$ cat src/hdl/elfrp_pkg.sv
`timescale 1ns / 1ps
// ----------------------------------------------------------------------------
// elfrp_pkg
// Shared types and constants for the ELF relocation patcher.
// ----------------------------------------------------------------------------
package elfrp_pkg;

    // Relocation type numbers
    localparam logic [7:0] K_NONE      = 8'd0;
    localparam logic [7:0] K_PC24      = 8'd1;
    localparam logic [7:0] K_ABS32     = 8'd2;
    localparam logic [7:0] K_REL32     = 8'd3;
    localparam logic [7:0] K_THMCALL   = 8'd10;
    localparam logic [7:0] K_GLOBDAT   = 8'd21;
    localparam logic [7:0] K_JMPSLOT   = 8'd22;
    localparam logic [7:0] K_RELATIVE  = 8'd23;
    localparam logic [7:0] K_PLT32     = 8'd27;
    localparam logic [7:0] K_CALL      = 8'd28;
    localparam logic [7:0] K_JUMP24    = 8'd29;
    localparam logic [7:0] K_THMJUMP24 = 8'd30;
    localparam logic [7:0] K_V4BX      = 8'd40;
    localparam logic [7:0] K_TMOVW     = 8'd47;
    localparam logic [7:0] K_TMOVT     = 8'd48;

    // Status codes
    localparam logic [1:0] ST_OK    = 2'd0;
    localparam logic [1:0] ST_KIND  = 2'd1;
    localparam logic [1:0] ST_THUMB = 2'd2;
    localparam logic [1:0] ST_RSVD  = 2'd3;

    // Configuration register indexes
    localparam logic CFG_LOAD_BASE = 1'b0;
    localparam logic CFG_LINK_BASE = 1'b1;

    // Masks
    localparam logic [31:0] V4BX_KEEP   = 32'hf000000f;
    localparam logic [31:0] V4BX_SET    = 32'h01a0f000;
    localparam logic [31:0] MOV_KEEP    = 32'hFBF08F00;
    localparam logic [15:0] THM_HW0_KEEP = 16'hf800;
    localparam logic [15:0] THM_HW1_KEEP = 16'hd000;
    localparam logic [31:0] THM_BIAS    = 32'h00ffffff;
    localparam logic [31:0] THM_SPAN    = 32'h01fffffe;

    // One relocation as held in the input stage
    typedef struct packed {
        logic [7:0]  reloc_kind;
        logic [31:0] target;
        logic [31:0] orig_word;
        logic [31:0] symbol_addr;
        logic        symbol_is_func;
    } reloc_t;

    // One result
    typedef struct packed {
        logic [31:0] patched_word;
        logic [1:0]  status;
    } result_t;

endpackage

$ cat src/hdl/elfrp_req_if.sv
`timescale 1ns / 1ps
// ----------------------------------------------------------------------------
// elfrp_req_if
// Request channel: one relocation item per handshake.
// ----------------------------------------------------------------------------
interface elfrp_req_if;
    logic        valid;
    logic        ready;
    logic [7:0]  reloc_kind;
    logic [31:0] link_offset;
    logic [31:0] orig_word;
    logic [31:0] symbol_addr;
    logic        symbol_is_func;

    modport source (
        output valid,
        output reloc_kind,
        output link_offset,
        output orig_word,
        output symbol_addr,
        output symbol_is_func,
        input  ready
    );

    modport sink (
        input  valid,
        input  reloc_kind,
        input  link_offset,
        input  orig_word,
        input  symbol_addr,
        input  symbol_is_func,
        output ready
    );
endinterface

$ cat src/hdl/elfrp_rsp_if.sv
`timescale 1ns / 1ps
// ----------------------------------------------------------------------------
// elfrp_rsp_if
// Response channel: one patched word and status per handshake.
// ----------------------------------------------------------------------------
interface elfrp_rsp_if;
    logic        valid;
    logic        ready;
    logic [31:0] patched_word;
    logic [1:0]  status;

    modport source (
        output valid,
        output patched_word,
        output status,
        input  ready
    );

    modport sink (
        input  valid,
        input  patched_word,
        input  status,
        output ready
    );
endinterface

$ cat src/hdl/elfrp_core.sv
`timescale 1ns / 1ps
// ----------------------------------------------------------------------------
// elfrp_core
// Combinational relocation evaluation: decodes the type and builds the
// patched word and status for one item.
// ----------------------------------------------------------------------------
module elfrp_core (
    input  elfrp_pkg::reloc_t  rel,
    output elfrp_pkg::result_t res
);

    // Thumb MOVW/MOVT immediate insertion (halfwords swapped for the encoding)
    function automatic logic [31:0] put_mov_imm(input logic [31:0] w,
                                                input logic [15:0] imm16);
        logic [31:0] t;
        begin
            t = {w[15:0], w[31:16]} & elfrp_pkg::MOV_KEEP;
            t[19:16] = imm16[15:12];
            t[26]    = imm16[11];
            t[14:12] = imm16[10:8];
            t[7:0]   = imm16[7:0];
            put_mov_imm = {t[15:0], t[31:16]};
        end
    endfunction

    logic [31:0] w;
    logic [31:0] s;
    logic [31:0] diff;
    logic [31:0] br_sum;
    logic [15:0] hw0;
    logic [15:0] hw1;
    logic        sg_in;
    logic [31:0] d_in;
    logic [31:0] d;
    logic [31:0] d_biased;
    logic        thm_bad;
    logic        sg_out;
    logic        b1;
    logic        b2;
    logic [31:0] thm_word;
    logic [31:0] word;
    logic [1:0]  st;

    assign w    = rel.orig_word;
    assign s    = rel.symbol_addr;
    assign diff = s - rel.target;

    // 24-bit branch: sign-extended word offset scaled by 4
    assign br_sum = diff + {{6{w[23]}}, w[23:0], 2'b00};

    // Thumb BL/B.W decode
    assign hw0   = w[15:0];
    assign hw1   = w[31:16];
    assign sg_in = hw0[10];
    assign d_in  = {{7{sg_in}}, sg_in, ~(hw1[13] ^ sg_in), ~(hw1[11] ^ sg_in),
                    hw0[9:0], hw1[10:0], 1'b0};
    assign d        = d_in + diff;
    assign d_biased = d + elfrp_pkg::THM_BIAS;
    assign thm_bad  = !d[0] || (d_biased > elfrp_pkg::THM_SPAN);

    // Thumb re-encode
    assign sg_out   = d[24];
    assign b1       = sg_out ^ ~d[23];
    assign b2       = sg_out ^ ~d[22];
    assign thm_word = {(hw1 & elfrp_pkg::THM_HW1_KEEP) | {2'b00, b1, 1'b0, b2, d[11:1]},
                       (hw0 & elfrp_pkg::THM_HW0_KEEP) | {5'b00000, sg_out, d[21:12]}};

    always_comb
    begin
        word = w;
        st   = elfrp_pkg::ST_OK;
        unique case (rel.reloc_kind) inside
            elfrp_pkg::K_NONE:
            begin
                word = w;
            end
            elfrp_pkg::K_ABS32:
            begin
                word = w + s;
            end
            elfrp_pkg::K_REL32:
            begin
                word = w + diff;
            end
            elfrp_pkg::K_PC24, elfrp_pkg::K_PLT32, elfrp_pkg::K_CALL,
            elfrp_pkg::K_JUMP24:
            begin
                word = {w[31:24], br_sum[25:2]};
            end
            elfrp_pkg::K_V4BX:
            begin
                word = (w & elfrp_pkg::V4BX_KEEP) | elfrp_pkg::V4BX_SET;
            end
            elfrp_pkg::K_GLOBDAT, elfrp_pkg::K_JMPSLOT:
            begin
                word = s;
            end
            elfrp_pkg::K_RELATIVE:
            begin
                word = s + w;
            end
            elfrp_pkg::K_THMCALL, elfrp_pkg::K_THMJUMP24:
            begin
                if (thm_bad)
                begin
                    st = elfrp_pkg::ST_THUMB;
                end
                else
                begin
                    word = thm_word;
                end
            end
            elfrp_pkg::K_TMOVW:
            begin
                word = put_mov_imm(w, {s[15:1], s[0] | rel.symbol_is_func});
            end
            elfrp_pkg::K_TMOVT:
            begin
                word = put_mov_imm(w, s[31:16]);
            end
            default:
            begin
                st = elfrp_pkg::ST_KIND;
            end
        endcase
    end

    assign res.patched_word = word;
    assign res.status       = st;

endmodule

$ cat src/hdl/arm_elf_relocation_patcher.sv
// Path: an accepted request is registered in the input stage, then in the result
// stage, which drives the response.
// Throughput: one relocation per cycle while rsp.ready is held high, set by the
// single combinational pass between the two stage registers.
// Reset (rst_n low, asynchronous) empties both stages and clears load_base
// and link_base to zero.
`timescale 1ns / 1ps
// ----------------------------------------------------------------------------
// arm_elf_relocation_patcher
// Applies one ELF relocation per item: computes the run-time target address,
// patches the original word for the relocation type and reports a status.
// ----------------------------------------------------------------------------
module arm_elf_relocation_patcher (
    input  logic        clk,
    input  logic        rst_n,
    // configuration write port
    input  logic        cfg_we,
    input  logic        cfg_index,
    input  logic [31:0] cfg_data,
    // channels
    elfrp_req_if.sink   req,
    elfrp_rsp_if.source rsp
);

    // Configuration registers
    logic [31:0] load_base_reg;
    logic [31:0] link_base_reg;

    always_ff @(posedge clk or negedge rst_n)
    begin
        if (!rst_n)
        begin
            load_base_reg <= '0;
            link_base_reg <= '0;
        end
        else if (cfg_we)
        begin
            if (cfg_index == elfrp_pkg::CFG_LOAD_BASE)
            begin
                load_base_reg <= cfg_data;
            end
            if (cfg_index == elfrp_pkg::CFG_LINK_BASE)
            begin
                link_base_reg <= cfg_data;
            end
        end
    end

    // Stage handshake: each stage loads when empty or when it drains this cycle
    logic s1_valid_reg;
    logic s1_valid_next;
    logic s2_valid_reg;
    logic s2_valid_next;
    logic s1_ready;
    logic s2_ready;
    logic req_fire;

    assign s2_ready  = !s2_valid_reg || rsp.ready;
    assign s1_ready  = !s1_valid_reg || s2_ready;
    assign req.ready = s1_ready;
    assign req_fire  = req.valid && s1_ready;

    assign s1_valid_next = req_fire ? 1'b1 : (s2_ready ? 1'b0 : s1_valid_reg);
    assign s2_valid_next = s2_ready ? s1_valid_reg : s2_valid_reg;

    always_ff @(posedge clk or negedge rst_n)
    begin
        if (!rst_n)
        begin
            s1_valid_reg <= 1'b0;
            s2_valid_reg <= 1'b0;
        end
        else
        begin
            s1_valid_reg <= s1_valid_next;
            s2_valid_reg <= s2_valid_next;
        end
    end

    // Input stage: target address is resolved on the way in
    elfrp_pkg::reloc_t rel_reg;
    elfrp_pkg::reloc_t rel_next;

    always_comb
    begin
        rel_next.reloc_kind     = req.reloc_kind;
        rel_next.target         = load_base_reg + req.link_offset - link_base_reg;
        rel_next.orig_word      = req.orig_word;
        rel_next.symbol_addr    = req.symbol_addr;
        rel_next.symbol_is_func = req.symbol_is_func;
    end

    always_ff @(posedge clk)
    begin
        if (req_fire)
        begin
            rel_reg <= rel_next;
        end
    end

    // Evaluation between the stages
    elfrp_pkg::result_t res_next;
    elfrp_pkg::result_t res_reg;

    elfrp_core u_core (
        .rel (rel_reg),
        .res (res_next)
    );

    // Result stage
    always_ff @(posedge clk)
    begin
        if (s2_ready && s1_valid_reg)
        begin
            res_reg <= res_next;
        end
    end

    assign rsp.valid        = s2_valid_reg;
    assign rsp.patched_word = res_reg.patched_word;
    assign rsp.status       = res_reg.status;

`ifndef SYNTHESIS
    // status code 3 is never produced
    a_status_code: assert property (@(posedge clk) disable iff (!rst_n)
        s2_valid_reg |-> (res_reg.status != elfrp_pkg::ST_RSVD))
        else $error("reserved status code on response");

    // a stalled result is kept
    a_hold_result: assert property (@(posedge clk) disable iff (!rst_n)
        (s2_valid_reg && !rsp.ready) |=> s2_valid_reg)
        else $error("stalled result dropped");

    // an accepted item always lands in the input stage
    a_accept_load: assert property (@(posedge clk) disable iff (!rst_n)
        req_fire |=> s1_valid_reg)
        else $error("accepted item not held in input stage");

    // never accept into a full pipe that cannot drain
    a_no_overrun: assert property (@(posedge clk) disable iff (!rst_n)
        (s1_valid_reg && s2_valid_reg && !rsp.ready) |-> !req.ready)
        else $error("input accepted while pipeline blocked");

    // a full input stage moves forward whenever the result stage frees up
    a_advance: assert property (@(posedge clk) disable iff (!rst_n)
        (s1_valid_reg && s2_ready) |=> s2_valid_reg)
        else $error("item lost between stages");
`endif

endmodule
$ cat src/flat_wrapper.sv
// flat-port wrapper written by rule: the top's interface ports become plain ports
module arm_elf_relocation_patcher_flat 
  (clk, rst_n, cfg_we, cfg_index, cfg_data, req_valid, req_reloc_kind, req_link_offset, req_orig_word, req_symbol_addr, req_symbol_is_func, req_ready, rsp_valid, rsp_patched_word, rsp_status, rsp_ready);
  elfrp_req_if req_i ();
  elfrp_rsp_if rsp_i ();
  input  logic clk;
  input  logic rst_n;
  input  logic cfg_we;
  input  logic cfg_index;
  input  logic [31:0] cfg_data;
  input wire logic [$bits(req_i.valid)-1:0] req_valid;
  input wire logic [$bits(req_i.reloc_kind)-1:0] req_reloc_kind;
  input wire logic [$bits(req_i.link_offset)-1:0] req_link_offset;
  input wire logic [$bits(req_i.orig_word)-1:0] req_orig_word;
  input wire logic [$bits(req_i.symbol_addr)-1:0] req_symbol_addr;
  input wire logic [$bits(req_i.symbol_is_func)-1:0] req_symbol_is_func;
  output wire logic [$bits(req_i.ready)-1:0] req_ready;
  output wire logic [$bits(rsp_i.valid)-1:0] rsp_valid;
  output wire logic [$bits(rsp_i.patched_word)-1:0] rsp_patched_word;
  output wire logic [$bits(rsp_i.status)-1:0] rsp_status;
  input wire logic [$bits(rsp_i.ready)-1:0] rsp_ready;
  assign req_i.valid = req_valid;
  assign req_i.reloc_kind = req_reloc_kind;
  assign req_i.link_offset = req_link_offset;
  assign req_i.orig_word = req_orig_word;
  assign req_i.symbol_addr = req_symbol_addr;
  assign req_i.symbol_is_func = req_symbol_is_func;
  assign req_ready = req_i.ready;
  assign rsp_valid = rsp_i.valid;
  assign rsp_patched_word = rsp_i.patched_word;
  assign rsp_status = rsp_i.status;
  assign rsp_i.ready = rsp_ready;
  arm_elf_relocation_patcher u_core (.clk(clk), .rst_n(rst_n), .cfg_we(cfg_we), .cfg_index(cfg_index), .cfg_data(cfg_data), .req(req_i), .rsp(rsp_i));
endmodule
$ cat config.mk
export PLATFORM = sky130hd
export DESIGN_NAME = arm_elf_relocation_patcher_flat
export DESIGN_NICKNAME = d
export VERILOG_FILES = /design/src/hdl/elfrp_pkg.sv /design/src/hdl/elfrp_req_if.sv /design/src/hdl/elfrp_rsp_if.sv /design/src/hdl/elfrp_core.sv /design/src/hdl/arm_elf_relocation_patcher.sv /design/src/flat_wrapper.sv
export SDC_FILE = /design/constraint.sdc
export NUM_CORES = 1
export LEC_CHECK = 0
export BUFFER_PORTS_ARGS = -buffer_cell sky130_fd_sc_hd__buf_2
export CELL_PAD_IN_SITES_DETAIL_PLACEMENT = 1
export CELL_PAD_IN_SITES_GLOBAL_PLACEMENT = 2
export CORE_MARGIN = 4
export CORE_UTILIZATION = 41
export DETAILED_ROUTE_END_ITERATION = 10
export PLACE_DENSITY_LB_ADDON = 0.1
export REMOVE_ABC_BUFFERS = 1
export SETUP_SLACK_MARGIN = 0.5
export SYNTH_ARGS = -nofsm -noshare
export SYNTH_HDL_FRONTEND = slang
export SYNTH_HIERARCHICAL = 1
export SYNTH_SLANG_ARGS = --single-unit
$ cat constraint.sdc
create_clock -name clk -period 9.61 [get_ports clk]
set_clock_uncertainty 0.05 [all_clocks]
set_input_delay 0.961 -clock clk [delete_from_list [all_inputs] [get_ports clk]]
set_output_delay 0.961 -clock clk [all_outputs]
set_load 0.02 [all_outputs]
==> Yosys cells after proc, flatten, opt, wreduce, memory -nomap -nowiden <==
Cells that the tools add are included.
{ "word_totals": {"in_bits": 143, "output_inout_bits": 36, "register_bits": 205} }
{ "classes": {"n_reduce_logical": 17, "n_lt_le_gt_ge": 1, "n_mux": 6, "bitwise_logic": 12, "eq_ne": 14, "n_addsub": 8} }
{ "ops": {"columns": ["op", "n"], "rows": [
  ["32-bit one-hot mux with 8 select lines", 1],
  ["32-bit adder", 4],
  ["32-bit subtractor", 2],
  ["8-bit by 5-bit == test with 1-bit output, second input constant", 7],
  ["32-bit by 24-bit adder with 32-bit output, second input constant", 1],
  ["32-bit by 25-bit greater-than comparator with 1-bit output, second input constant", 1],
  ["32-bit 2-to-1 mux", 1],
  ["26-bit adder", 1],
  ["8-bit by 6-bit == test with 1-bit output, second input constant", 3],
  ["8-bit by 2-bit == test with 1-bit output, second input constant", 2],
  ["16-bit by 11-bit bitwise OR with 16-bit output", 1],
  ["16-bit by 14-bit bitwise OR with 16-bit output", 1],
  ["13-bit OR reduction", 1],
  ["8-bit by 1-bit == test with 1-bit output, second input constant", 1],
  ["8-bit by 4-bit == test with 1-bit output, second input constant", 1],
  ["8-bit logical NOT", 1],
  ["2-bit OR reduction", 3],
  ["1-bit NOT", 5],
  ["2-bit one-hot mux with 2 select lines", 1],
  ["2-bit AND reduction", 2],
  ["4-bit OR reduction", 1],
  ["1-bit bitwise XOR", 4],
  ["1-bit logical NOT", 3],
  ["1-bit logical OR", 3],
  ["5 further kinds", 7]
]} }

==> Logic depth before layout (Yosys ltp) <==
Gate-level depths: netlist of the first run.
{ "logic_depth": {"word_depth": 8, "ltp_mapped": 33, "depth_no_buf": 31} }

==> By module <==
Netlist of the first run, hierarchy kept.
{ "modules_own_cells": {"columns": ["mod", "n_inst", "cells_per_inst", "area_per_inst_um2"], "rows": [
  ["arm_elf_relocation_patcher", 1, 716, 9485.3],
  ["elfrp_core", 1, 1276, 8868.5]
]} }

==> Worst setup path after synthesis of the first run <==
OpenSTA, ideal clock, no wires.
{ "synth_path": {"kind": "reg2reg", "start": "register u_core/rel_reg[1] (netlist bit)", "end": "register u_core.res_reg, in the netlist u_core/rsp.patched_word[21], data pin", "path_slack_ps": 3167, "arrival_ps": 6137, "stages_incl_launch_ff": 32, "path_cell_list": "edfxtp_1 inv_1 ha_1 fa_1 nor2b_1 o21a_1 o21ai_0 a31oi_1 o21a_1 o21ai_0 a21oi_1 a211oi_1 o21bai_1 a21oi_1 o21bai_1 xor2_1 ha_1 buf_1 nand3_1 a21boi_0 o211ai_1 a41oi_1 xnor2_1 ha_1 or4b_1 o211ai_1 and4_4 o21a_1 buf_6 buf_6 a21oi_1 o22a_1"} }
{ "synth_lines": {"columns": ["element", "line", "source"], "rows": [
  ["start, declared", "arm_elf_relocation_patcher.sv:81", "elfrp_pkg::reloc_t rel_reg;"],
  ["start signal, assigned", "arm_elf_relocation_patcher.sv:97", "rel_reg <= rel_next;"],
  ["end signal, assigned", "arm_elf_relocation_patcher.sv:115", "res_reg <= res_next;"],
  ["end, declared", "arm_elf_relocation_patcher.sv:103", "elfrp_pkg::result_t res_reg;"]
]} }

==> impl_metrics.py, run 1 <==
metrics = {
    "outcome": {
        "status": "finished, final reports clean",
    },
    "critical_path": {
        "criticalPathCategory": "flop to flop",
        "end_kind": "flop",
        "worstReg2RegEnd": "u_core/rsp.patched_word[7]$_DFFE_PP_",
        "r2r_start": "u_core/rel_reg[1]$_DFFE_PP_",
        "r2r_cells": 29,
        "cp_slowest_stage_delay_ns": 0.76,
        "worstPathRequired_ns": 9.88,
        "path_max_fanout": 14,
        "rrSetupSlack_ns": 1.39,
        "cp-start-kind": "flop",
        "crit_arrival_ns": 8.49,
        "crit_slowest_cell": "a2111oi_0",
    },
    "drt": {
        "dr.pass1.iters": 5,
        "drtAntennaViolNets": 0,
        "routed_wl_um": 65800,
        "via_per_inst": 5.87,
        "drc_errors": 0,
        "post_drt_wl_per_cell_um": 23.8,
        "drt_iter0_drc": 1043,
        "via_count": 16200,
    },
    "sta": {
        "worstMarginPinSlew_ns": 0.956,
        "min_period_ns": 8.22,
        "hold_violations": 0,
        "fmaxAchievable_mhz": 122,
        "slew_headroom_pct": 34.6,
        "setup_tns_ns": 0,
        "drv_slew": 0,
        "setup_viol": 0,
        "period_share_pct": 85.5,
        "grt_setup_unrepaired": "false",
    },
    "final_layout": {
        "antenna_cells": 0,
        "syn_to_final_growth_pct": 12.5,
        "drive_gt1_share_pct": 16.3,
        "final_cell_count_no_fill": 2760,
        "largest_reg_flops": 105,
        "nets": 2482,
    },
    "pwr": {
        "power_frac_comb_pct": 74.9,
        "p_int_mw": 4.13,
        "p_seq_share_pct": 14.2,
        "vdd_drop_max_mv": 0.184,
        "p_leak_nw": 8.95,
        "power_density_nw_per_um2": 416,
        "clkPwrFrac_pct": 10.8,
        "power_switching_mw": 4.46,
        "p_sw_share_pct": 51.9,
    },
    "logic_synthesis": {
        "yosysTopAreaCell": "edfxtp_1",
        "avgSynthCellArea_um2": 9.21,
        "synth_top_cell_area_share_pct": 22.7,
        "synth-edff-count": 139,
        "synth_seq_cells": 205,
        "synth_flop_cell": "edfxtp_1",
        "synthDistinctLibCells": 100,
        "yosysSeqAreaShare_pct": 31.7,
        "synth_most_common_cell": "inv_1",
        "ys_warn_count": 6,
        "synthArstFlopShare_pct": 32.2,
        "synthTopCellsByArea": "edfxtp_1 (23%), ha_1 (10%), dfrtp_1 (9.0%)",
        "ys_top_cells_by_count": "inv_1 (209), ha_1 (154), edfxtp_1 (139)",
        "syn_area_um2": 18400,
        "synthCells": 1992,
    },
    "clock_network": {
        "cts_hold_buf": 0,
        "clkTransAtPathRegs_ns": 0.06,
        "cts_buffer_depth": 3,
        "clk_latency_ns": 0.57,
        "ctsRootBufferMaster": "clkbuf_16",
        "cts_tree": "yes",
        "htree_num_levels": 1,
        "cts_setup_buffers": 0,
        "cts_buffers": 25,
        "clkSinkCount": 205,
        "post_cts_resized": 0,
    },
    "floorplan": {
        "die-area_um2": 48200,
        "io_pins": 179,
        "num_rows": 77,
        "initial_core_util_pct": 41.5,
        "die_height_um": 220,
        "die_w_um": 220,
        "core-area_um2": 44200,
    },
    "grt": {
        "grtUsageMet1_pct": 34.6,
        "grt_max_degree": 67,
        "grt-ovfl-total": 0,
        "use_met2_pct": 46.2,
        "gr-usage-met3_pct": 4.38,
        "grt_util_all_layers_pct": 27.1,
        "grt_pass1_wl_um": 101000,
        "antenna_found_initial": 9,
        "grt.busiest_layer": "met2",
        "grt_pass1_vias": 17200,
    },
    "placement": {
        "gp_congestion": 0.969,
        "dpl.cell_count": 2715,
        "dpl.hpwl_um": 53500,
        "portBuffers": 178,
    },
    "hold_path": {
        "hold_depth": 1,
        "holdPathEnd": "u_core/rsp.valid$_DFFE_PN0P_",
        "min_from": "u_core/s1_valid_reg$_DFFE_PN0P_",
        "holdCritPathClass": "flop to flop",
    },
    "run": {
        "drv_cap": 0,
    },
}
-- layout make-up --
cell class	instances	area [um^2]
fill	5144	23600
inverter	209	785
tap	592	741
timing repair buffer	195	1020
clock inverter	10	119
sequential	205	5830
clock buffer	35	663
multi-input combinational	1514	11500
-- power groups by stage --
stage	clock network, mW	registers (mW)	logic (mW)
finish	0.931	1.22	6.44
detailed placement	0	1.24	6.32
global route	1.00	1.24	7.06
CTS	0.963	1.22	6.37
global placement	0	1.23	6.21
floorplan	0	1.21	4.65
-- cells in the final DEF, fill, tap and decap left out, drive strengths merged, types with 37 or more instances in the layout --
master,count
mux2,64
inv,210
a21o,55
o21a,37
dfrtp,66
nor3,51
edfxtp,139
xor2,47
a21oi,139
nand2,126
xnor2,84
buf,195
ha,154
nand3,51
o21ai,132
nor2,94
-- metal layers --
layer / part of all wire, % / up-vias / wire length [um]
li1: - / 7679 / -
met4: 4.6 / 18 / 3040
met3: 4.8 / 134 / 3170
met2: 48 / 403 / 31300
met1: 43 / 7961 / 28100
met5: 0.19 / - / 123
-- cell families (layout without fill, tap and decap cells) --
logic type | count (synthesis) | count (layout) | synth area share [%]
buf+inv | 273 | 449 | 5.79
fa+ha+maj | 189 | 189 | 14.3
xor+xnor | 131 | 131 | 6.25
compound gates | 616 | 616 | 23.4
simple gates | 506 | 506 | 14.2
mux | 72 | 72 | 4.36
flops | 205 | 205 | 31.7
-- worst max-delay path by stage --
stage / startpoint / end
after floorplan: u_core/rel_reg[1]$_DFFE_PP_ / u_core/rsp.patched_word[8]$_DFFE_PP_
after CTS: u_core/rel_reg[1]$_DFFE_PP_ / u_core/rsp.patched_word[7]$_DFFE_PP_
final: u_core/rel_reg[1]$_DFFE_PP_ / u_core/rsp.patched_word[7]$_DFFE_PP_
after global placement: u_core/rel_reg[1]$_DFFE_PP_ / u_core/rsp.patched_word[7]$_DFFE_PP_
after global routing: u_core/rel_reg[1]$_DFFE_PP_ / u_core/rsp.patched_word[7]$_DFFE_PP_
after detailed placement: u_core/rel_reg[1]$_DFFE_PP_ / u_core/rsp.patched_word[7]$_DFFE_PP_
-- worst max-delay path: cells and delay by family, from the launching register on --
family                     cells  cell delay, ns
AOI/OAI and AO/OA             20            4.95
adders and majority gates      3            1.02
and+or+nand+nor                3            0.74
xor gates and xnor gates       1            0.42
DFF                            1            0.40
buffers and inverters          2            0.35
-- metrics by stage --
stage	cell area, um^2	worst slack, ns	hold WS (ns)	total power, mW	util (%)
2_1_floorplan	18100	2.88	0.399	5.87	-
3_3_place_gp	19900	1.71	0.414	7.44	44.9
3_5_place_dp	19900	1.46	0.441	7.56	44.9
4_1_cts	20600	1.41	0.444	8.56	46.7
5_1_grt	20600	0.853	0.470	9.30	46.7
6_report	20600	1.39	0.437	8.59	46.7
No activity file was read; power rests on OpenSTA's default activity.
==> run 2: changes to the inputs <==
--- a/config.mk
+++ b/config.mk
@@ -9,7 +9,7 @@
 export CELL_PAD_IN_SITES_DETAIL_PLACEMENT = 1
 export CELL_PAD_IN_SITES_GLOBAL_PLACEMENT = 2
 export CORE_MARGIN = 4
-export CORE_UTILIZATION = 41
+export CORE_UTILIZATION = 35
 export DETAILED_ROUTE_END_ITERATION = 10
 export PLACE_DENSITY_LB_ADDON = 0.1
 export REMOVE_ABC_BUFFERS = 1
==> constraint.sdc (replaced) <==
create_clock -name clk -period 7.1 [get_ports clk]
set_clock_uncertainty 0.05 [all_clocks]
set_input_delay 0.71 -clock clk [delete_from_list [all_inputs] [get_ports clk]]
set_output_delay 0.71 -clock clk [all_outputs]
set_load 0.02 [all_outputs]
==> run 2 against run 1 <==
Net effect: cell area increased by 11%; critical path depth increased by 5; wire length increased by 5.4%; flip-flop and latch count unchanged; worst hold slack got worse by 0.19 ns; sequential power increased by 35%; via count increased by 3.4%; register-to-register slack got worse by 1.0 ns; utilization decreased by 2.4 points; global-route usage decreased by 3.7 points; first-iteration DRC count decreased by 8.3%; combinational power increased by 72%.
==> impl_metrics.py, run 2 (same netlist as run 1, synthesis figures left out) <==
metrics = {
    "floorplan": {
        "core-area_um2": 51600,
        "die_height_um": 237,
        "initial_core_util_pct": 35.6,
        "die_w_um": 237,
        "num_rows": 83,
        "io_pins": 179,
        "die-area_um2": 56200,
    },
    "clock_network": {
        "cts_tree": "yes",
        "htree_num_levels": 1,
        "clkSinkCount": 205,
        "ctsRootBufferMaster": "clkbuf_16",
        "cts_buffer_depth": 3,
        "cts_buffers": 26,
        "clk_latency_ns": 0.59,
        "clkTransAtPathRegs_ns": 0.06,
    },
    "critical_path": {
        "cp-start-kind": "flop",
        "end_kind": "flop",
        "worstPathRequired_ns": 7.39,
        "cp_slowest_stage_delay_ns": 0.53,
        "timing.critical_path.buf_inv": 8,
        "worst-path-stages": 34,
        "r2r_cells": 34,
        "criticalPathCategory": "flop to flop",
        "path_max_fanout": 8,
        "rrSetupSlack_ns": 0.39,
        "cp_common_cell": "buf_6",
        "worstReg2RegEnd": "u_core/rsp.patched_word[16]$_DFFE_PP_",
        "crit_slowest_cell": "or4b_4",
        "r2r_start": "u_core/rel_reg[1]$_DFFE_PP_",
        "path_delay_family": "compound AO/OA/AOI/OAI gates",
        "crit_arrival_ns": 6.99,
    },
    "placement": {
        "dpl.hpwl_um": 55100,
        "placed_cell_area_um2": 20500,
        "portBuffers": 178,
        "gp_congestion": 0.928,
    },
    "grt": {
        "antenna_found_initial": 8,
        "grt.busiest_layer": "met2",
        "grt-ovfl-total": 0,
        "use_met2_pct": 39.9,
        "grt_pass1_vias": 17200,
        "grtUsageMet1_pct": 29.9,
        "grt_max_degree": 68,
        "grt_pass1_wl_um": 103000,
        "grt_util_all_layers_pct": 23.4,
        "gr-usage-met3_pct": 3.60,
    },
    "final_layout": {
        "nets": 2606,
        "postLayoutCoreUtil_pct": 44.3,
        "mostFrequentLayoutCells": "inv_1 (209), buf_2 (178), edfxtp_1 (139)",
        "largest_reg_flops": 105,
        "drive_gt1_share_pct": 26.9,
        "stdcell_area_um2": 22900,
        "syn_to_final_growth_pct": 24.5,
        "layout_commonest_cell": "inv_1",
    },
    "sta": {
        "grt_setup_unrepaired": "true",
        "setup_viol": 0,
        "setup_tns_ns": 0,
        "whs_ns": 0.244,
        "period_share_pct": 94.5,
        "fmaxAchievable_mhz": 149,
        "hold_violations": 0,
        "worstMarginPinSlew_ns": 1.21,
        "drv_slew": 0,
        "slew_headroom_pct": 18.3,
        "min_period_ns": 6.71,
    },
    "hold_path": {
        "holdCritPathClass": "primary input to flop",
        "hold_depth": 1,
        "holdPathEnd": "u_core/rel_reg[1]$_DFFE_PP_",
        "min_from": "req_symbol_addr[0]",
    },
    "drt": {
        "dr.pass1.iters": 5,
        "via_per_inst": 5.63,
        "drt_iter0_drc": 956,
        "via_count": 16700,
        "drtAntennaViolNets": 0,
        "drc_errors": 0,
        "post_drt_wl_per_cell_um": 23.3,
        "routed_wl_um": 69300,
    },
    "outcome": {
        "status": "finished, final reports clean",
    },
    "pwr": {
        "vdd_drop_max_mv": 0.292,
        "p_leak_nw": 9.79,
        "power_density_nw_per_um2": 616,
    },
    "run": {
        "drv_cap": 0,
    },
}
-- run 2: changes by cell type in the layout (fill, tap and decap cells not counted), sizes merged --
cell      before  now
buf          195  315
clkinv         5   15
clkbuf        35   31
diode          0    2
bufinv         2    1
clkinvlp       2    1
inv          210  211
o21ai        132  133
-- run 2: layout make-up --
class | count | area (um^2)
fillers | 5916 | 28800
multi-input cells | 1515 | 12500
flip-flops and latches | 205 | 5830
repair buffers | 317 | 2040
well taps | 680 | 851
inverters | 209 | 785
clock buffers | 29 | 672
clock inverters | 19 | 158
diodes | 2 | 5.00
-- run 2: routing by layer --
metal	vias up	part of all wire [%]
li1	7934	-
met1	8290	43
met2	382	48
met3	128	4.3
met4	12	4.7
met5	-	0.11
-- run 2: how the worst max path moves through the flow --
stage	startpoint	end	slack [ns]
after global placement	u_core/rel_reg[1]$_DFFE_PP_	u_core/rsp.patched_word[1]$_DFFE_PP_	-0.30
after CTS	u_core/rel_reg[1]$_DFFE_PP_	u_core/rsp.patched_word[21]$_DFFE_PP_	0.47
after detailed placement	u_core/rel_reg[1]$_DFFE_PP_	u_core/rsp.patched_word[1]$_DFFE_PP_	-0.45
after global routing	u_core/rel_reg[1]$_DFFE_PP_	u_core/rsp.patched_word[4]$_DFFE_PP_	0.19
after floorplan	u_core/rel_reg[1]$_DFFE_PP_	u_core/rsp.patched_word[8]$_DFFE_PP_	0.37
final	u_core/rel_reg[1]$_DFFE_PP_	u_core/rsp.patched_word[16]$_DFFE_PP_	0.39
-- run 2: metrics by stage --
step / worst slack (ns) / power [mW] / cells
4_1_cts: 0.469 / 12.8 / 2940
6_report: 0.391 / 14.1 / 2976
5_1_grt: 0.189 / 15.1 / 2975
3_3_place_gp: -0.303 / 10.8 / 2874
3_5_place_dp: -0.451 / 10.9 / 2874
2_1_floorplan: 0.368 / 7.94 / 1928
-- run 2: worst reg2reg max path, delay by kind of cell, from the launching register on --
kind	cells	cell delay [ns]
simple gates	4	0.90
buf+inv	8	1.12
xor+xnor	1	0.14
compound gates	18	3.01
flops	1	0.36
fa+ha+maj	3	0.87
-- run 2: power by group --
| part | switching (mW) | leakage, nW | total, mW | internal (mW) |
|---|---|---|---|---|
| combinational | 6.24 | 7.26 | 11.1 | 4.88 |
| clock | 0.579 | 0.404 | 1.30 | 0.724 |
| sequential | 0.116 | 2.12 | 1.65 | 1.53 |
-- run 2: repair_timing --
| item | in CTS | in global routing |
|---|---|---|
| resized for setup | 78 | 145 |
| endpoints found under the setup margin | 26 | 26 |
| pin swaps | 32 | 86 |
| gates cloned | 1 | 3 |
| hold buffers | 0 | 0 |
| buffers inserted | 17 | 31 |
| hold endpoints to repair | 0 | 0 |
